## src/design/ecc_pkg.sv

```systemverilog
// Shared types, codes and helpers for the elevator car controller.
package ecc_pkg;

  // Fixed field widths
  localparam int FLOOR_W = 4;
  localparam int SUB_W   = 2;
  localparam int LAMP_W  = 16;
  localparam int DEFAULT_NUM_FLOORS = 16;

  // Last quarter step before the next floor
  localparam logic [SUB_W-1:0] QUARTERS_TOP = 2'd3;

  // Event types
  localparam logic [1:0] EV_TICK     = 2'd0;
  localparam logic [1:0] EV_ACTION   = 2'd1;
  localparam logic [1:0] EV_LAMP_ON  = 2'd2;
  localparam logic [1:0] EV_LAMP_OFF = 2'd3;

  // Action codes
  localparam logic [2:0] ACT_UP    = 3'd0;
  localparam logic [2:0] ACT_DOWN  = 3'd1;
  localparam logic [2:0] ACT_STOP  = 3'd2;
  localparam logic [2:0] ACT_ESTOP = 3'd3;
  localparam logic [2:0] ACT_OPEN  = 3'd4;
  localparam logic [2:0] ACT_CLOSE = 3'd5;

  // Car mode codes as reported
  localparam logic [2:0] MC_IDLE_CLOSED = 3'd0;
  localparam logic [2:0] MC_IDLE_OPEN   = 3'd1;
  localparam logic [2:0] MC_HALTED      = 3'd2;
  localparam logic [2:0] MC_OPENING     = 3'd3;
  localparam logic [2:0] MC_CLOSING     = 3'd4;
  localparam logic [2:0] MC_UP          = 3'd5;
  localparam logic [2:0] MC_DOWN        = 3'd6;

  // Direction codes
  localparam logic [1:0] DIR_STAND = 2'd0;
  localparam logic [1:0] DIR_UP    = 2'd1;
  localparam logic [1:0] DIR_DOWN  = 2'd2;

  // Status codes
  localparam logic [2:0] ST_OK        = 3'd0;
  localparam logic [2:0] ST_MISMATCH  = 3'd1;
  localparam logic [2:0] ST_LIMIT     = 3'd2;
  localparam logic [2:0] ST_BUSY      = 3'd3;
  localparam logic [2:0] ST_HALTED    = 3'd4;
  localparam logic [2:0] ST_BAD_FLOOR = 3'd5;

  // Car mode state machine, one-hot
  typedef enum logic [6:0] {
    MODE_IDLE_CLOSED = 7'b0000001,
    MODE_IDLE_OPEN   = 7'b0000010,
    MODE_HALTED      = 7'b0000100,
    MODE_OPENING     = 7'b0001000,
    MODE_CLOSING     = 7'b0010000,
    MODE_UP          = 7'b0100000,
    MODE_DOWN        = 7'b1000000
  } mode_t;

  // Complete controller state
  typedef struct packed {
    logic [FLOOR_W-1:0] floor_num;
    logic [SUB_W-1:0]   sub_step;
    mode_t              mode;
    logic [1:0]         direction;
    logic               door;
    logic               pending_valid;
    logic [2:0]         pending_code;
    logic               motion_enabled;
    logic               stop_request;
    logic [LAMP_W-1:0]  lamps;
  } state_t;

  // Reported mode code for a one-hot mode
  function automatic logic [2:0] mode_code(mode_t m);
    logic [2:0] c;
    c = MC_IDLE_CLOSED;
    unique case (m)
      MODE_IDLE_CLOSED: c = MC_IDLE_CLOSED;
      MODE_IDLE_OPEN:   c = MC_IDLE_OPEN;
      MODE_HALTED:      c = MC_HALTED;
      MODE_OPENING:     c = MC_OPENING;
      MODE_CLOSING:     c = MC_CLOSING;
      MODE_UP:          c = MC_UP;
      MODE_DOWN:        c = MC_DOWN;
      default:          c = MC_IDLE_CLOSED;
    endcase
    return c;
  endfunction

endpackage

```

## src/design/ecc_evt_if.sv

```systemverilog
// Event channel: valid/ready handshake with the event payload.
interface ecc_evt_if;
  logic       valid;
  logic       ready;
  logic [1:0] mode;
  logic [2:0] action;
  logic [3:0] lamp_floor;

  modport source (output valid, mode, action, lamp_floor, input ready);
  modport sink   (input valid, mode, action, lamp_floor, output ready);
endinterface

```

## src/design/ecc_res_if.sv

```systemverilog
// Result channel: valid/ready handshake with the car status payload.
interface ecc_res_if;
  logic        valid;
  logic        ready;
  logic [3:0]  car_floor;
  logic [1:0]  sub_position;
  logic [2:0]  car_mode;
  logic [1:0]  travel_direction;
  logic        door_open;
  logic [15:0] lamp_bits;
  logic [2:0]  event_status;

  modport source (output valid, car_floor, sub_position, car_mode, travel_direction,
                  door_open, lamp_bits, event_status, input ready);
  modport sink   (input valid, car_floor, sub_position, car_mode, travel_direction,
                  door_open, lamp_bits, event_status, output ready);
endinterface

```

## src/design/elevator_car_controller.sv

```systemverilog
// Elevator car controller: input register, event logic, state and result register.
//
// Usage: events (tick, action command, lamp on, lamp off) arrive on the evt
// channel; each event yields exactly one transaction on the res channel with
// the car floor, quarter position, mode, direction, door, call lamps and status.
// Both channels complete a transaction when valid and ready are high at a
// rising edge of clk.
// Flow: an event is captured in the input register, evaluated against the
// car state by the event logic, and loaded into the result register, which
// drives res.valid. Throughput: one event per cycle while the result register
// is not stalled, set by the combinational event logic between the input
// register and the state/result registers.
// Stall: when res.valid is high and res.ready is low the result register holds;
// the input register still fills, and evt.ready drops only when both registers are occupied.
// Reset (rst, synchronous, active high): the car is at floor 0, level, idle
// with the door closed, nothing pending, all lamps off, and both registers
// are empty.
module elevator_car_controller #(
  parameter int NUM_FLOORS = ecc_pkg::DEFAULT_NUM_FLOORS
) (
  input logic       clk,
  input logic       rst,
  ecc_evt_if.sink   evt,
  ecc_res_if.source res
);
  import ecc_pkg::*;

  // Input register
  logic       in_valid;
  logic [1:0] in_mode;
  logic [2:0] in_action;
  logic [3:0] in_lamp_floor;

  // Car state and result register
  state_t     state;
  state_t     state_next;
  logic [2:0] status_next;
  logic       out_valid;
  state_t     out_state;
  logic [2:0] out_status;

  logic       step_fire;

  assign step_fire = in_valid && (!out_valid || res.ready);
  assign evt.ready = !in_valid || step_fire;

  // Capture events
  always_ff @(posedge clk) begin
    if (rst) begin
      in_valid <= 1'b0;
    end else if (evt.ready) begin
      in_valid <= evt.valid;
    end
    if (evt.ready && evt.valid) begin
      in_mode       <= evt.mode;
      in_action     <= evt.action;
      in_lamp_floor <= evt.lamp_floor;
    end
  end

  ecc_step #(
    .NUM_FLOORS (NUM_FLOORS)
  ) u_step (
    .cur        (state),
    .ev         (in_mode),
    .act        (in_action),
    .lamp_floor (in_lamp_floor),
    .nxt        (state_next),
    .status     (status_next)
  );

  // Car state update
  always_ff @(posedge clk) begin
    if (rst) begin
      state.floor_num      <= '0;
      state.sub_step       <= '0;
      state.mode           <= MODE_IDLE_CLOSED;
      state.direction      <= DIR_STAND;
      state.door           <= 1'b0;
      state.pending_valid  <= 1'b0;
      state.pending_code   <= ACT_UP;
      state.motion_enabled <= 1'b0;
      state.stop_request   <= 1'b0;
      state.lamps          <= '0;
    end else if (step_fire) begin
      state <= state_next;
    end
  end

  // Result register
  always_ff @(posedge clk) begin
    if (rst) begin
      out_valid <= 1'b0;
    end else if (step_fire) begin
      out_valid <= 1'b1;
    end else if (res.ready) begin
      out_valid <= 1'b0;
    end
    if (step_fire) begin
      out_state  <= state_next;
      out_status <= status_next;
    end
  end

  assign res.valid            = out_valid;
  assign res.car_floor        = out_state.floor_num;
  assign res.sub_position     = out_state.sub_step;
  assign res.car_mode         = mode_code(out_state.mode);
  assign res.travel_direction = out_state.direction;
  assign res.door_open        = out_state.door;
  assign res.lamp_bits        = out_state.lamps;
  assign res.event_status     = out_status;

endmodule

```

## src/design/ecc_step.sv

```systemverilog
// Next-state and status logic for one event.
module ecc_step #(
  parameter int NUM_FLOORS = ecc_pkg::DEFAULT_NUM_FLOORS
) (
  input  ecc_pkg::state_t cur,
  input  logic [1:0]      ev,
  input  logic [2:0]      act,
  input  logic [3:0]      lamp_floor,
  output ecc_pkg::state_t nxt,
  output logic [2:0]      status
);
  import ecc_pkg::*;

  localparam logic [FLOOR_W-1:0] TOP_FLOOR = FLOOR_W'(NUM_FLOORS - 1);
  localparam logic [FLOOR_W:0]   FLOOR_CNT = (FLOOR_W + 1)'(NUM_FLOORS);

  always_comb begin
    nxt    = cur;
    status = ST_OK;
    unique case (ev)
      EV_TICK: begin
        if (cur.pending_valid) begin
          // Apply the latched action against the current mode
          nxt.pending_valid  = 1'b0;
          nxt.motion_enabled = 1'b1;
          unique case (cur.pending_code)
            ACT_UP: begin
              if (cur.mode != MODE_IDLE_CLOSED && cur.mode != MODE_UP) begin
                status = ST_MISMATCH;
              end else if (cur.floor_num >= TOP_FLOOR) begin
                status = ST_LIMIT;
              end else begin
                nxt.mode      = MODE_UP;
                nxt.direction = DIR_UP;
              end
            end
            ACT_DOWN: begin
              if (cur.mode != MODE_IDLE_CLOSED && cur.mode != MODE_DOWN) begin
                status = ST_MISMATCH;
              end else if (cur.floor_num == '0) begin
                status = ST_LIMIT;
              end else begin
                nxt.mode      = MODE_DOWN;
                nxt.direction = DIR_DOWN;
              end
            end
            ACT_STOP: begin
              if (cur.mode != MODE_UP && cur.mode != MODE_DOWN) begin
                status = ST_MISMATCH;
              end else begin
                nxt.stop_request = 1'b1;
              end
            end
            ACT_ESTOP: begin
              nxt.mode         = MODE_HALTED;
              nxt.direction    = DIR_STAND;
              nxt.stop_request = 1'b0;
              status           = ST_HALTED;
            end
            ACT_OPEN: begin
              if (cur.mode != MODE_IDLE_CLOSED) status = ST_MISMATCH;
              else nxt.mode = MODE_OPENING;
            end
            ACT_CLOSE: begin
              if (cur.mode != MODE_IDLE_OPEN) status = ST_MISMATCH;
              else nxt.mode = MODE_CLOSING;
            end
            default: status = ST_MISMATCH;
          endcase
        end else if (cur.motion_enabled) begin
          // Advance the car or the door by one step
          unique case (cur.mode)
            MODE_HALTED:  status = ST_HALTED;
            MODE_OPENING: begin
              nxt.mode = MODE_IDLE_OPEN;
              nxt.door = 1'b1;
            end
            MODE_CLOSING: begin
              nxt.mode = MODE_IDLE_CLOSED;
              nxt.door = 1'b0;
            end
            MODE_UP: begin
              if (cur.sub_step < QUARTERS_TOP) begin
                if (cur.floor_num < TOP_FLOOR) nxt.sub_step = cur.sub_step + 1'b1;
                else status = ST_LIMIT;
              end else begin
                nxt.sub_step  = '0;
                nxt.floor_num = cur.floor_num + 1'b1;
                if (cur.stop_request) begin
                  nxt.mode         = MODE_IDLE_CLOSED;
                  nxt.direction    = DIR_STAND;
                  nxt.stop_request = 1'b0;
                end
              end
            end
            MODE_DOWN: begin
              if (cur.sub_step == '0) begin
                if (cur.floor_num != '0) begin
                  nxt.sub_step  = QUARTERS_TOP;
                  nxt.floor_num = cur.floor_num - 1'b1;
                end else begin
                  status = ST_LIMIT;
                end
              end else begin
                nxt.sub_step = cur.sub_step - 1'b1;
                // Level at the floor once the last quarter is done
                if (cur.sub_step == SUB_W'(1) && cur.stop_request) begin
                  nxt.mode         = MODE_IDLE_CLOSED;
                  nxt.direction    = DIR_STAND;
                  nxt.stop_request = 1'b0;
                end
              end
            end
            default: ;
          endcase
        end
      end
      EV_ACTION: begin
        if (cur.mode == MODE_HALTED) begin
          status = ST_HALTED;
        end else if (act == ACT_STOP) begin
          nxt.stop_request = 1'b1;
        end else if (act > ACT_CLOSE) begin
          status = ST_MISMATCH;
        end else if (cur.pending_valid) begin
          status = ST_BUSY;
        end else begin
          nxt.pending_valid = 1'b1;
          nxt.pending_code  = act;
        end
      end
      default: begin
        // Lamp on or off
        if ({1'b0, lamp_floor} >= FLOOR_CNT) begin
          status = ST_BAD_FLOOR;
        end else if (ev == EV_LAMP_ON) begin
          nxt.lamps[lamp_floor] = 1'b1;
        end else begin
          nxt.lamps[lamp_floor] = 1'b0;
        end
      end
    endcase
  end

endmodule
```

## src/flat_wrapper.sv

```systemverilog
// flat-port wrapper written by rule: the top's interface ports become plain ports
module elevator_car_controller_flat import ecc_pkg::*;
#(
  parameter int NUM_FLOORS = ecc_pkg::DEFAULT_NUM_FLOORS
)
  (clk, rst, evt_valid, evt_mode, evt_action, evt_lamp_floor, evt_ready, res_valid, res_car_floor, res_sub_position, res_car_mode, res_travel_direction, res_door_open, res_lamp_bits, res_event_status, res_ready);
  ecc_evt_if evt_i ();
  ecc_res_if res_i ();
  input logic clk;
  input logic rst;
  input wire logic [$bits(evt_i.valid)-1:0] evt_valid;
  input wire logic [$bits(evt_i.mode)-1:0] evt_mode;
  input wire logic [$bits(evt_i.action)-1:0] evt_action;
  input wire logic [$bits(evt_i.lamp_floor)-1:0] evt_lamp_floor;
  output wire logic [$bits(evt_i.ready)-1:0] evt_ready;
  output wire logic [$bits(res_i.valid)-1:0] res_valid;
  output wire logic [$bits(res_i.car_floor)-1:0] res_car_floor;
  output wire logic [$bits(res_i.sub_position)-1:0] res_sub_position;
  output wire logic [$bits(res_i.car_mode)-1:0] res_car_mode;
  output wire logic [$bits(res_i.travel_direction)-1:0] res_travel_direction;
  output wire logic [$bits(res_i.door_open)-1:0] res_door_open;
  output wire logic [$bits(res_i.lamp_bits)-1:0] res_lamp_bits;
  output wire logic [$bits(res_i.event_status)-1:0] res_event_status;
  input wire logic [$bits(res_i.ready)-1:0] res_ready;
  assign evt_i.valid = evt_valid;
  assign evt_i.mode = evt_mode;
  assign evt_i.action = evt_action;
  assign evt_i.lamp_floor = evt_lamp_floor;
  assign evt_ready = evt_i.ready;
  assign res_valid = res_i.valid;
  assign res_car_floor = res_i.car_floor;
  assign res_sub_position = res_i.sub_position;
  assign res_car_mode = res_i.car_mode;
  assign res_travel_direction = res_i.travel_direction;
  assign res_door_open = res_i.door_open;
  assign res_lamp_bits = res_i.lamp_bits;
  assign res_event_status = res_i.event_status;
  assign res_i.ready = res_ready;
  elevator_car_controller #(.NUM_FLOORS(NUM_FLOORS)) u_core (.clk(clk), .rst(rst), .evt(evt_i), .res(res_i));
endmodule
```

## config.mk

```make
export PLATFORM = sky130hd
export DESIGN_NAME = elevator_car_controller_flat
export DESIGN_NICKNAME = d
export VERILOG_FILES = /design/src/design/ecc_pkg.sv /design/src/design/ecc_evt_if.sv /design/src/design/ecc_res_if.sv /design/src/design/elevator_car_controller.sv /design/src/design/ecc_step.sv /design/src/flat_wrapper.sv
export SDC_FILE = /design/constraint.sdc
export NUM_CORES = 1
export LEC_CHECK = 0
export ABC_CLOCK_PERIOD_IN_PS = 2200
export BUFFER_PORTS_ARGS = -buffer_cell sky130_fd_sc_hd__buf_2
export CAP_MARGIN = 20
export CORE_MARGIN = 5
export CORE_UTILIZATION = 30
export DETAILED_ROUTE_END_ITERATION = 10
export GPL_TIMING_DRIVEN = 0
export PLACE_DENSITY = 0.45
export SYNTH_ARGS = -nofsm -noshare
export SYNTH_HDL_FRONTEND = slang
export SYNTH_HIERARCHICAL = 1
export SYNTH_SLANG_ARGS = --single-unit
export TNS_END_PERCENT = 30
```

## constraint.sdc

```tcl
create_clock -name clk -period 2.2 [get_ports clk]
set_input_delay 0.33 -clock clk [delete_from_list [all_inputs] [get_ports clk]]
set_output_delay 0.33 -clock clk [all_outputs]
set_load 0.02 [all_outputs]
```

==> summary.md, run 1 <==
| Metric | Value |
|---|---|
| Outcome | finished clean |
| Clk_skew | 0.0125 ns |
| Yosys top cell area share | 26.1% |
| # diodes | 0 |
| Main synth FF type | edfxtp_1 |
| Rows | 47 |
| Initial antenna violation count | 0 |
| GP Congestion | 0.912 |
| Post-synth EDFFs | 44 |
| Max-capacitance violation count | 0 |
| FF+latch area | 2120 µm² |
| Synth top cells by count | nand2b_1 (82), edfxtp_1 (44), dfxtp_1 (40) |
| Die Area | 19500 µm² |
| RSZ-0062 raised after global routing | true |
| Non-filler instance count after layout | 807 |
| Area of the multi-input gates | 2570 µm² |
| Worst hold start | evt_action[2] |
| Wirelength per Cell | 17.0 µm |
| #FFs+latches synth | 84 |
| Routed WL | 13.8 mm |
| Die H | 140 µm |
| Num CTS Buffers | 9 |
| RR Startpoint | u_core/state[34] |
| Worst vdd ir | 0.342 mV |
| Post-DP HPWL | 9.83 mm |
| Least-Margin Pin Slew | 0.900 ns |
| Yosys top cell by area | edfxtp_1 |
| Period utilization | 99.8% |
| Sequential fraction of the synthesis area | 42.0% |
| First DRT Iteration DRCs | 231 |
| Via count | 4034 |
| Post-layout minimum cycle time | 2.19 ns |
| Nets | 600 |
| Setup slack, reg-to-reg | 0.005 ns |
| PortBufs | 44 |
| Syn nets | 541 |
| Crit path DAT | 2.47 ns |
| Grt ovf | 0 |
| Synth top area cells | edfxtp_1 (26%), dfxtp_1 (16%), nand2b_1 (10%), mux2i_1 (7.5%), buf_4 (3.9%) |
| Dominant cell by count in the synthesized netlist | nand2b_1 |
| CP max FO | 5 |
| Power density cells | 584 nW/µm² |
| Ys Warns | 6 |
| Htree depth | 3 |
| Critical Path RT | 2.48 ns |
| Library cells used by synthesis | 68 |
| DRC violations left | 0 |
| Final Util | 36.0% |
| Synth async-reset ratio | 0% |
| Inst Count DP | 787 |
| Setup violators final | 0 |
| Critical path class | flop to flop |
| Clk slew on worst S/H paths | 0.07 ns |
| Tot GR Track Use | 14.1% |
| Vias per inst | 5.00 |
| Sink of the worst hold path | u_core/in_action[2] |
| Average size of a mapped cell | 9.67 µm² |
| Worst skew pair latency | 0.35 ns |
| Core area | 16600 µm² |
| Final Max Slew Viols | 0 |
| Initial Util | 30.5% |
| DRT antenna net count | 0 |
| CTS tree | yes |
| Reg2reg end | u_core/state[25] |
| Dpl ws | -0.254 ns |
| CTS max path bufs | 2 |
| Fin. Hold Viols | 0 |
| Setup crit end kind | flop |
| Layout area overhead | 18.2% |
| # IOs | 46 |
| FMAX | 456 MHz |
| Share of cells above drive strength 1 | 25.0% |
| First-pass GRT wire length | 21.9 mm |
| Die extent in x | 140 µm |
| Vias in the first global route | 3945 |
| Worst hold path depth | 1 |
| Max-slew headroom | 40.0% |
| Reg2Reg Depth | 10 |
| Clock Tree Root | clkbuf_16 |
| Cells after synthesis | 523 |
| WHS | 0.149 ns |
| Hold Crit Class | input port to flop |
| Post-Syn Area | 5060 µm² |
| Largest net degree at the start of global routing | 45 |
| Clk sink count | 84 |
| Final setup margin | 0.00535 ns |
| Filler cell count | 1690 |
| Pwr Total | 3.49 mW |
| Leak | 2.18 nW |
| Drt first pass iters | 5 |
| Critical Path Start Type | flop |
-- through the flow --
stage	area [µm²]	setup TNS (ns)
final	5980	0
after global routing	5980	-0.501
after CTS	5930	-0.0319
after global placement	5550	-0.741
after detailed placement	5550	-0.615
after floorplan	5060	0
-- how the worst max path moves through the flow --
stage                                  from               end  slack (ns)  depth (start not counted)
after floorplan           u_core/in_mode[0]  u_core/state[25]        0.24                          7
after global placement    u_core/in_mode[0]  u_core/state[25]       -0.26                          7
after detailed placement   u_core/state[34]  u_core/state[25]       -0.25                          9
after CTS                  u_core/state[34]  u_core/state[25]       -0.03                         10
after global routing       u_core/state[21]  u_core/state[25]        -0.1                          7
final                      u_core/state[34]  u_core/state[25]       0.005                         10
-- kinds of logic after synthesis --
| family | synth area share (%) |
|---|---|
| and+or+nand+nor | 23.4 |
| muxes | 7.52 |
| AOI/OAI and AO/OA | 15.4 |
| adders and majority gates | 1.24 |
| DFF | 42.0 |
| buffers and inverters | 9.06 |
| xor gates and xnor gates | 1.39 |
-- report_power, final --
group,total [mW],internal [mW],switching [mW],leakage (nW)
logic,0.293,0.119,0.174,1.30
registers,1.71,1.68,0.0217,0.753
clock network,1.49,0.786,0.707,0.134
-- state kept, by name, summed over array words and instances (netlist names) --
name,flops
u_core/res.event_status,3
u_core/in_valid,1
u_core/in_lamp_floor,4
u_core/res.lamp_bits,16
u_core/in_mode,2
u_core/res.travel_direction,2
u_core/res.car_floor,4
u_core/res.sub_position,2
u_core/res.door_open,1
u_core/in_action,3
u_core/state,38
u_core/out_state,7
u_core/res.valid,1
-- worst max-delay path: stages, from the launching register on --
cell	delay, ns
dfxtp_2	0.34
inv_1	0.09
ha_2	0.22
or3b_4	0.42
a41oi_2	0.16
or3_4	0.18
o31ai_2	0.06
buf_4	0.17
o221ai_4	0.25
nor2_1	0.08
mux2i_1	0.14
-- placed cells by master (no fill, tap or decap), types with 4 or more instances in the layout --
master,n
a21oi_1,20
a31oi_1,6
buf_2,55
buf_4,34
clkbuf_1,15
clkbuf_16,9
dfxtp_1,39
edfxtp_1,44
inv_1,18
mux2i_1,38
nand2_1,11
nand2b_1,82
nand3_1,7
nand3b_1,4
nand4_1,7
nor2_1,26
nor2b_1,5
nor3_1,6
nor3_2,5
nor4_1,8
o211a_1,4
o211ai_1,5
o21ai_0,31
o31ai_1,19
xor2_1,6
-- metal layers --
layer  vias up  GRT usage (%)  routed length [µm]
met3        16           2.30                 575
met4         0           5.00                 217
met5         -              0                   0
met2       108           21.6                6180
met1      1914           19.9                6780
li1       1996              -                   -
-- final cells by class --
| type | count | share of cell area (%) |
|---|---|---|
| timing repair buffer | 51 | 4.56 |
| buffer | 59 | 6.41 |
| multi-input combinational | 359 | 43.0 |
| sequential | 84 | 35.5 |
| clock buffer | 9 | 3.77 |
| inverter | 18 | 1.13 |
| clock inverter | 7 | 0.984 |
| tap | 220 | 4.61 |
-- repair_timing --
item / 4_1_cts / 5_1_grt
setup endpoints to repair: 8 / 27
buffers inserted: 7 / 0
pin swaps: 4 / 1
gates resized for setup: 8 / 18
hold buffers: 0 / 0
Note: power is estimated with default switching activity, not from simulation.
==> inputs of run 2 (changes only) <==
- BUFFER_PORTS_ARGS: -buffer_cell sky130_fd_sc_hd__buf_2 -> default
- DONT_BUFFER_PORTS: default -> 1
- PLACE_DENSITY: 0.45 -> 0.43
==> run 2 against run 1 <==
  * Die area unchanged
  * Count of clock-buffer cells in the layout is 4 higher
  * Register-to-register slack improved by 0.05 ns
  * First-iteration DRC count is 5.2% lower
  * Core utilization is 0.81 points lower
  * Clock power fell by 7%
  * Clock skew hardly changed
  * Critical path depth down 3
==> summary.md, run 2 (synthesis results as in run 1) <==
| Metric | Value |
|---|---|
| Critical Path RT | 2.26 ns (-0.22 ns) |
| Clk_skew | 0.0124 ns (-0.000136 ns) |
| Critical path class | flop to flop |
| Grt ovf | 0 (unchanged) |
| Hold Crit Class | input port to flop |
| Dpl ws | -0.240 ns (+0.0140 ns) |
| Met3 WL | 543 µm (-5.6%) |
| Final setup margin | 0.0590 ns (+0.0537 ns) |
| First-pass GRT wire length | 21.3 mm (-2.9%) |
| Worst vdd ir | 0.327 mV (-4.3%) |
| Max reg flops | 38 (unchanged) |
| Core area | 16600 µm² (unchanged) |
| Top Layer Used | met4 |
| Fin. Hold Viols | 0 (unchanged) |
| Leak | 2.03 nW (-6.9%) |
| Setup crit end kind | flop |
| DRT antenna net count | 0 (unchanged) |
| Family with the most delay on the worst path | simple AND/OR/NAND/NOR gates |
| CP max stage delay | 0.39 ns (-0.03 ns) |
| Crit path DAT | 2.20 ns (-0.27 ns) |
| Filler cell count | 1730 (+2.4%) |
| DRC violations left | 0 (unchanged) |
| Bufs and invs on worst path | 2 (unchanged) |
| Post-DP HPWL | 9.77 mm (-0.62%) |
| Via count | 3891 (-3.5%) |
| Max-slew headroom | 39.2% (-0.77 points) |
| Clk slew on worst S/H paths | 0.07 ns (about the same) |
| Num CTS Buffers | 9 (unchanged) |
| Final TNS setup | 0 ns (unchanged) |
| Worst path depth | 7 (-3) |
| Worst path cell trace | buf_6 -> or3_4 -> nor4_4 -> buf_4 -> a22oi_2 -> nor3_1 -> o21ai_1 |
| GP Congestion | 0.879 (-3.6%) |
| Vias per inst | 5.05 (+0.96%) |
| Die H | 140 µm (unchanged) |
| Most frequent cells in the layout | nand2b_1 (82), edfxtp_1 (44), buf_4 (41) |
| Wirelength per Cell | 17.6 µm (+3.1%) |
| Inst Count DP | 743 (-5.6%) |
| Clk sink count | 84 (unchanged) |
| Layout area overhead | 15.6% |
| Tot GR Track Use | 13.7% (-0.37 points) |
| Share of cells above drive strength 1 | 21.4% (-3.6 points) |
| Die Area | 19500 µm² (unchanged) |
| Htree depth | 3 (unchanged) |
| # IOs | 46 (unchanged) |
| PortBufs | 0 (-100%) |
| First DRT Iteration DRCs | 219 (-5.2%) |
| Top reg by flops | u_core/state |
| M1 WL | 6.78 mm (about the same) |
| # diodes | 0 (unchanged) |
| Least-Margin Pin Slew | 0.912 ns (+0.0116 ns) |
| Setup violators final | 0 (unchanged) |
| Final Max Slew Viols | 0 (unchanged) |
| Initial Util | 30.5% (unchanged) |
| Routed WL | 13.5 mm (-1.5%) |
| Largest net degree at the start of global routing | 45 (unchanged) |
| Post-layout minimum cycle time | 2.14 ns (-0.0537 ns) |
| Max-capacitance violation count | 0 (unchanged) |
| Met2 WL post-DR | 6.04 mm (-2.3%) |
| WHS | 0.0773 ns (-0.0716 ns) |
| CP max stage cell | or3_4 |
| Critical Path Start Type | flop |
| Period utilization | 97.3% (-2.4 points) |
| Vias in the first global route | 3775 (-4.3%) |
| Most common cell after layout, fill and taps aside | nand2b_1 |
| Drt first pass iters | 4 (-1) |
| FMAX | 467 MHz (+2.5%) |
| Nets | 564 (-6.0%) |
| Die extent in x | 140 µm (unchanged) |
| Worst hold path depth | 0 (-1) |
| Rows | 47 (unchanged) |
| Reg2Reg Depth | 7 (-3) |
| Power density cells | 577 nW/µm² (-1.2%) |
| RSZ-0062 raised after global routing | true |
| CTS max path bufs | 2 (unchanged) |
| CTS tree | yes |
| CP max FO | 6 (+1) |
| Non-filler instance count after layout | 771 (-4.5%) |
| Initial antenna violation count | 0 (unchanged) |
| Outcome | finished clean |
| Clock Tree Root | clkbuf_16 |
| Worst skew pair latency | 0.34 ns (about the same) |
[run 2: final timing paths]
kind,start,end,slack (ns)
max,u_core/state[27],u_core/out_state[31],0.06
min,evt_action[2],u_core/in_action[2],0.08
max reg2reg,u_core/state[27],u_core/out_state[31],0.06
min reg2reg,u_core/state[30],u_core/state[30],0.47
[run 2: timing repair]
action                                  CTS  global route
gates resized for setup                  10            31
hold buffers                              0             0
cloned                                    0             0
pin swaps                                 4            11
buffers inserted                          4            11
endpoints found under the setup margin    8            28
[run 2: layout make-up]
class | instances | area [µm²] | area share (%)
plain buffers | 59 | 387 | 6.62
clock buffers | 13 | 240 | 4.11
clock inverters | 3 | 22.5 | 0.385
inverters | 18 | 67.6 | 1.16
multi-input cells | 359 | 2610 | 44.7
flip-flops and latches | 84 | 2130 | 36.4
well taps | 220 | 275 | 4.71
repair buffers | 15 | 113 | 1.93
[run 2: worst reg2reg max path, stage by stage (launching register included)]
cell and delay, ns:
dfxtp_2 0.33, buf_6 0.12, or3_4 0.39, nor4_4 0.34, buf_4 0.19, a22oi_2 0.06, nor3_1 0.26, o21ai_1 0.17
[run 2: routing by layer]
layer | vias to the layer above | track usage (%)
met5 | - | 0
met4 | 0 | 4.54
met3 | 12 | 2.64
met2 | 92 | 20.9
met1 | 1878 | 19.4
li1 | 1909 | -
[run 2: where the power goes]
part | total, mW | internal [mW] | switching [mW]
logic | 0.265 | 0.102 | 0.163
registers | 1.71 | 1.69 | 0.0281
clock network | 1.39 | 0.772 | 0.622
total | 3.37 | 2.56 | 0.813
[run 2: stage by stage]
stage	util, %	instance area (µm²)	power, mW
5_1_grt	35.2	5840	3.50
3_3_place_gp	32.1	5330	2.01
3_5_place_dp	32.1	5330	2.01
6_report	35.2	5840	3.37
2_1_floorplan	-	5060	1.94
4_1_cts	34.2	5670	3.42
==> inputs of run 3 (changes only) <==
==> constraint.sdc (replaced) <==
create_clock -name clk -period 2.2 [get_ports clk]
set_input_delay 0.11 -clock clk [delete_from_list [all_inputs] [get_ports clk]]
set_output_delay 0.11 -clock clk [all_outputs]
set_load 0.02 [all_outputs]
==> run 3 against run 2 <==
  * Critical path depth unchanged
  * Combinational power increased by 6%
  * Critical path type unchanged
  * Flip-flop and latch count unchanged
  * Largest cell class unchanged
  * Maximum frequency decreased by 0.22%
  * Cell area increased by 1.9%
  * Sequential power about the same
  * Sequential share of layout area decreased by 0.67 points
  * First-iteration DRC count increased by 6.8%
  * Register-to-register slack about the same
==> summary.md, run 3 (synthesis results as in run 1) <==
| Metric | Value |
|---|---|
| DRC violations left | 0 (unchanged) |
| Critical Path Start Type | flop |
| Reg2Reg Depth | 7 (unchanged) |
| Routed WL | 13.6 mm (+0.41%) |
| Crit path DAT | 2.20 ns (about the same) |
| Post-layout minimum cycle time | 2.15 ns (+0.00470 ns) |
| Reg2reg end | u_core/out_state[31] |
| Share of cells above drive strength 1 | 20.8% (-0.60 points) |
| Clk slew on worst S/H paths | 0.06 ns (about the same) |
| CTS max path bufs | 2 (unchanged) |
| RR Startpoint | u_core/state[27] |
| Clk sink count | 84 (unchanged) |
| Vias in the first global route | 3786 (+0.29%) |
| Period utilization | 97.5% (+0.21 points) |
| Least-Margin Pin Slew | 0.920 ns (+0.00804 ns) |
| # diodes | 0 (unchanged) |
| Post-DP HPWL | 9.77 mm (unchanged) |
| Top reg by flops | u_core/state |
| Final TNS setup | 0 ns (unchanged) |
| Grt ovf | 0 (unchanged) |
| Fin. Hold Viols | 0 (unchanged) |
| Initial antenna violation count | 0 (unchanged) |
| Core area | 16600 µm² (unchanged) |
| Worst hold path depth | 3 (+3) |
| Clock Tree Root | clkbuf_16 |
| Hold Crit Class | input port to flop |
| Placed cell area | 5330 µm² (unchanged) |
| Most frequent cells in the layout | nand2b_1 (82), edfxtp_1 (44), buf_4 (41) |
| PortBufs | 0 (unchanged) |
| Critical path class | flop to flop |
| Final Max Slew Viols | 0 (unchanged) |
| FMAX | 466 MHz (-0.22%) |
| Inst Count DP | 743 (unchanged) |
| Layout area overhead | 17.7% |
| Worst path cell trace | buf_6 -> or3_4 -> nor4_4 -> buf_4 -> a22oi_2 -> nor3_1 -> o21ai_1 |
| Most common cell after layout, fill and taps aside | nand2b_1 |
| CTS tree | yes |
| Outcome | finished clean |
| Initial Util | 30.5% (unchanged) |
| Final Util | 35.9% (+0.66 points) |
| Setup crit end kind | flop |
| Wirelength per Cell | 17.4 µm (-1.0%) |
| Power density cells | 570 nW/µm² (-1.3%) |
| Num CTS Buffers | 9 (unchanged) |
| Leak | 2.08 nW (+2.2%) |
| Htree depth | 3 (unchanged) |
| Max reg flops | 38 (unchanged) |
| Drt first pass iters | 5 (+1) |
| DRT antenna net count | 0 (unchanged) |
| GP Congestion | 0.879 (unchanged) |
| Critical Path RT | 2.26 ns (about the same) |
| # IOs | 46 (unchanged) |
| First-pass GRT wire length | 21.3 mm (about the same) |
| Die H | 140 µm (unchanged) |
| Via count | 3962 (+1.8%) |
| Worst skew pair latency | 0.34 ns (about the same) |
| CP max stage delay | 0.39 ns (about the same) |
| Worst vdd ir | 0.329 mV (+0.67%) |
| RSZ-0062 raised after global routing | true |
| Setup violators final | 0 (unchanged) |
| First DRT Iteration DRCs | 234 (+6.8%) |
| Crit path from | u_core/state[27] |
| Filler cell count | 1719 (-0.64%) |
| Clk_skew | 0.0133 ns (+0.000920 ns) |
| CP max stage cell | or3_4 |
| Max-slew headroom | 38.7% (-0.54 points) |
| Sink of the worst hold path | u_core/state[27] |
| Vias per inst | 5.07 (+0.39%) |
| Rows | 47 (unchanged) |
| Die Area | 19500 µm² (unchanged) |
| CP max FO | 6 (unchanged) |
| Nets | 575 (+2.0%) |
| Largest net degree at the start of global routing | 45 (unchanged) |
| Tot GR Track Use | 13.7% (unchanged) |
| Die extent in x | 140 µm (unchanged) |
| Non-filler instance count after layout | 782 (+1.4%) |
| Post-route design area | 5950 µm² (+1.9%) |
| Worst hold start | rst |
| Setup slack, reg-to-reg | 0.05 ns (about the same) |
| Max-capacitance violation count | 0 (unchanged) |
-- run 3: cell count changes in the layout (fill, tap and decap cells not counted) --
cell,before,now
inv_2,1,0
inv_1,17,18
dlygate4sd3_1,0,11
-- run 3: report_power, final --
part           switching (mW)  total (mW)  internal [mW]
registers              0.0279        1.71           1.69
logic                   0.166       0.281          0.115
clock network           0.624        1.40          0.772
total                   0.817        3.39           2.57
-- run 3: final cells by class --
class / count / area (µm²) / share of cell area (%)
Sequential cell: 84 / 2130 / 35.7
Tap cell: 220 / 275 / 4.62
Timing Repair Buffer: 26 / 223 / 3.74
Multi-Input combinational cell: 359 / 2610 / 43.9
Clock buffer: 13 / 240 / 4.04
Buffer: 59 / 387 / 6.49
Clock inverter: 3 / 22.5 / 0.378
Inverter: 18 / 67.6 / 1.13
-- run 3: stage by stage --
step	setup WS, ns	hold slack [ns]	power, mW
final	0.0543	0.177	3.39
after global routing	-0.0568	0.212	3.51
after CTS	-0.0562	0.188	3.43
after detailed placement	-0.240	0.209	2.01
after global placement	-0.228	0.209	2.01
after floorplan	0.242	0.209	1.94
-- run 3: worst max-delay path, delay by kind of cell (launching register included) --
kind,cells,cell delay [ns]
compound gates,2,0.23
buf+inv,2,0.31
flops,1,0.33
simple gates,3,1.00
-- run 3: layer usage --
metal / up-vias / share of wire, % / global-route usage (%) / routed length [µm]
li1: 1937 / - / - / -
met1: 1905 / 49 / 19.5 / 6650
met2: 107 / 45 / 21.0 / 6080
met3: 13 / 4.9 / 2.47 / 669
met4: 0 / 1.5 / 4.54 / 209
met5: - / 0 / 0 / 0
-- run 3: worst max-delay path by stage --
stage / endpoint / slack [ns] / cells past startpoint
2_1_floorplan: u_core/state[25] / 0.24 / 7
3_3_place_gp: u_core/state[25] / -0.23 / 7
3_5_place_dp: u_core/state[25] / -0.24 / 9
4_1_cts: u_core/state[25] / -0.06 / 9
5_1_grt: u_core/state[25] / -0.06 / 9
6_report: u_core/out_state[31] / 0.05 / 7
-- run 3: what timing repair did --
| item | CTS | global route |
|---|---|---|
| setup buffers | 4 | 11 |
| pin swaps | 4 | 11 |
| hold endpoints to repair | 11 | 0 |
| setup endpoints to repair | 8 | 28 |
| hold buffers | 11 | 0 |
| resized for setup | 10 | 30 |
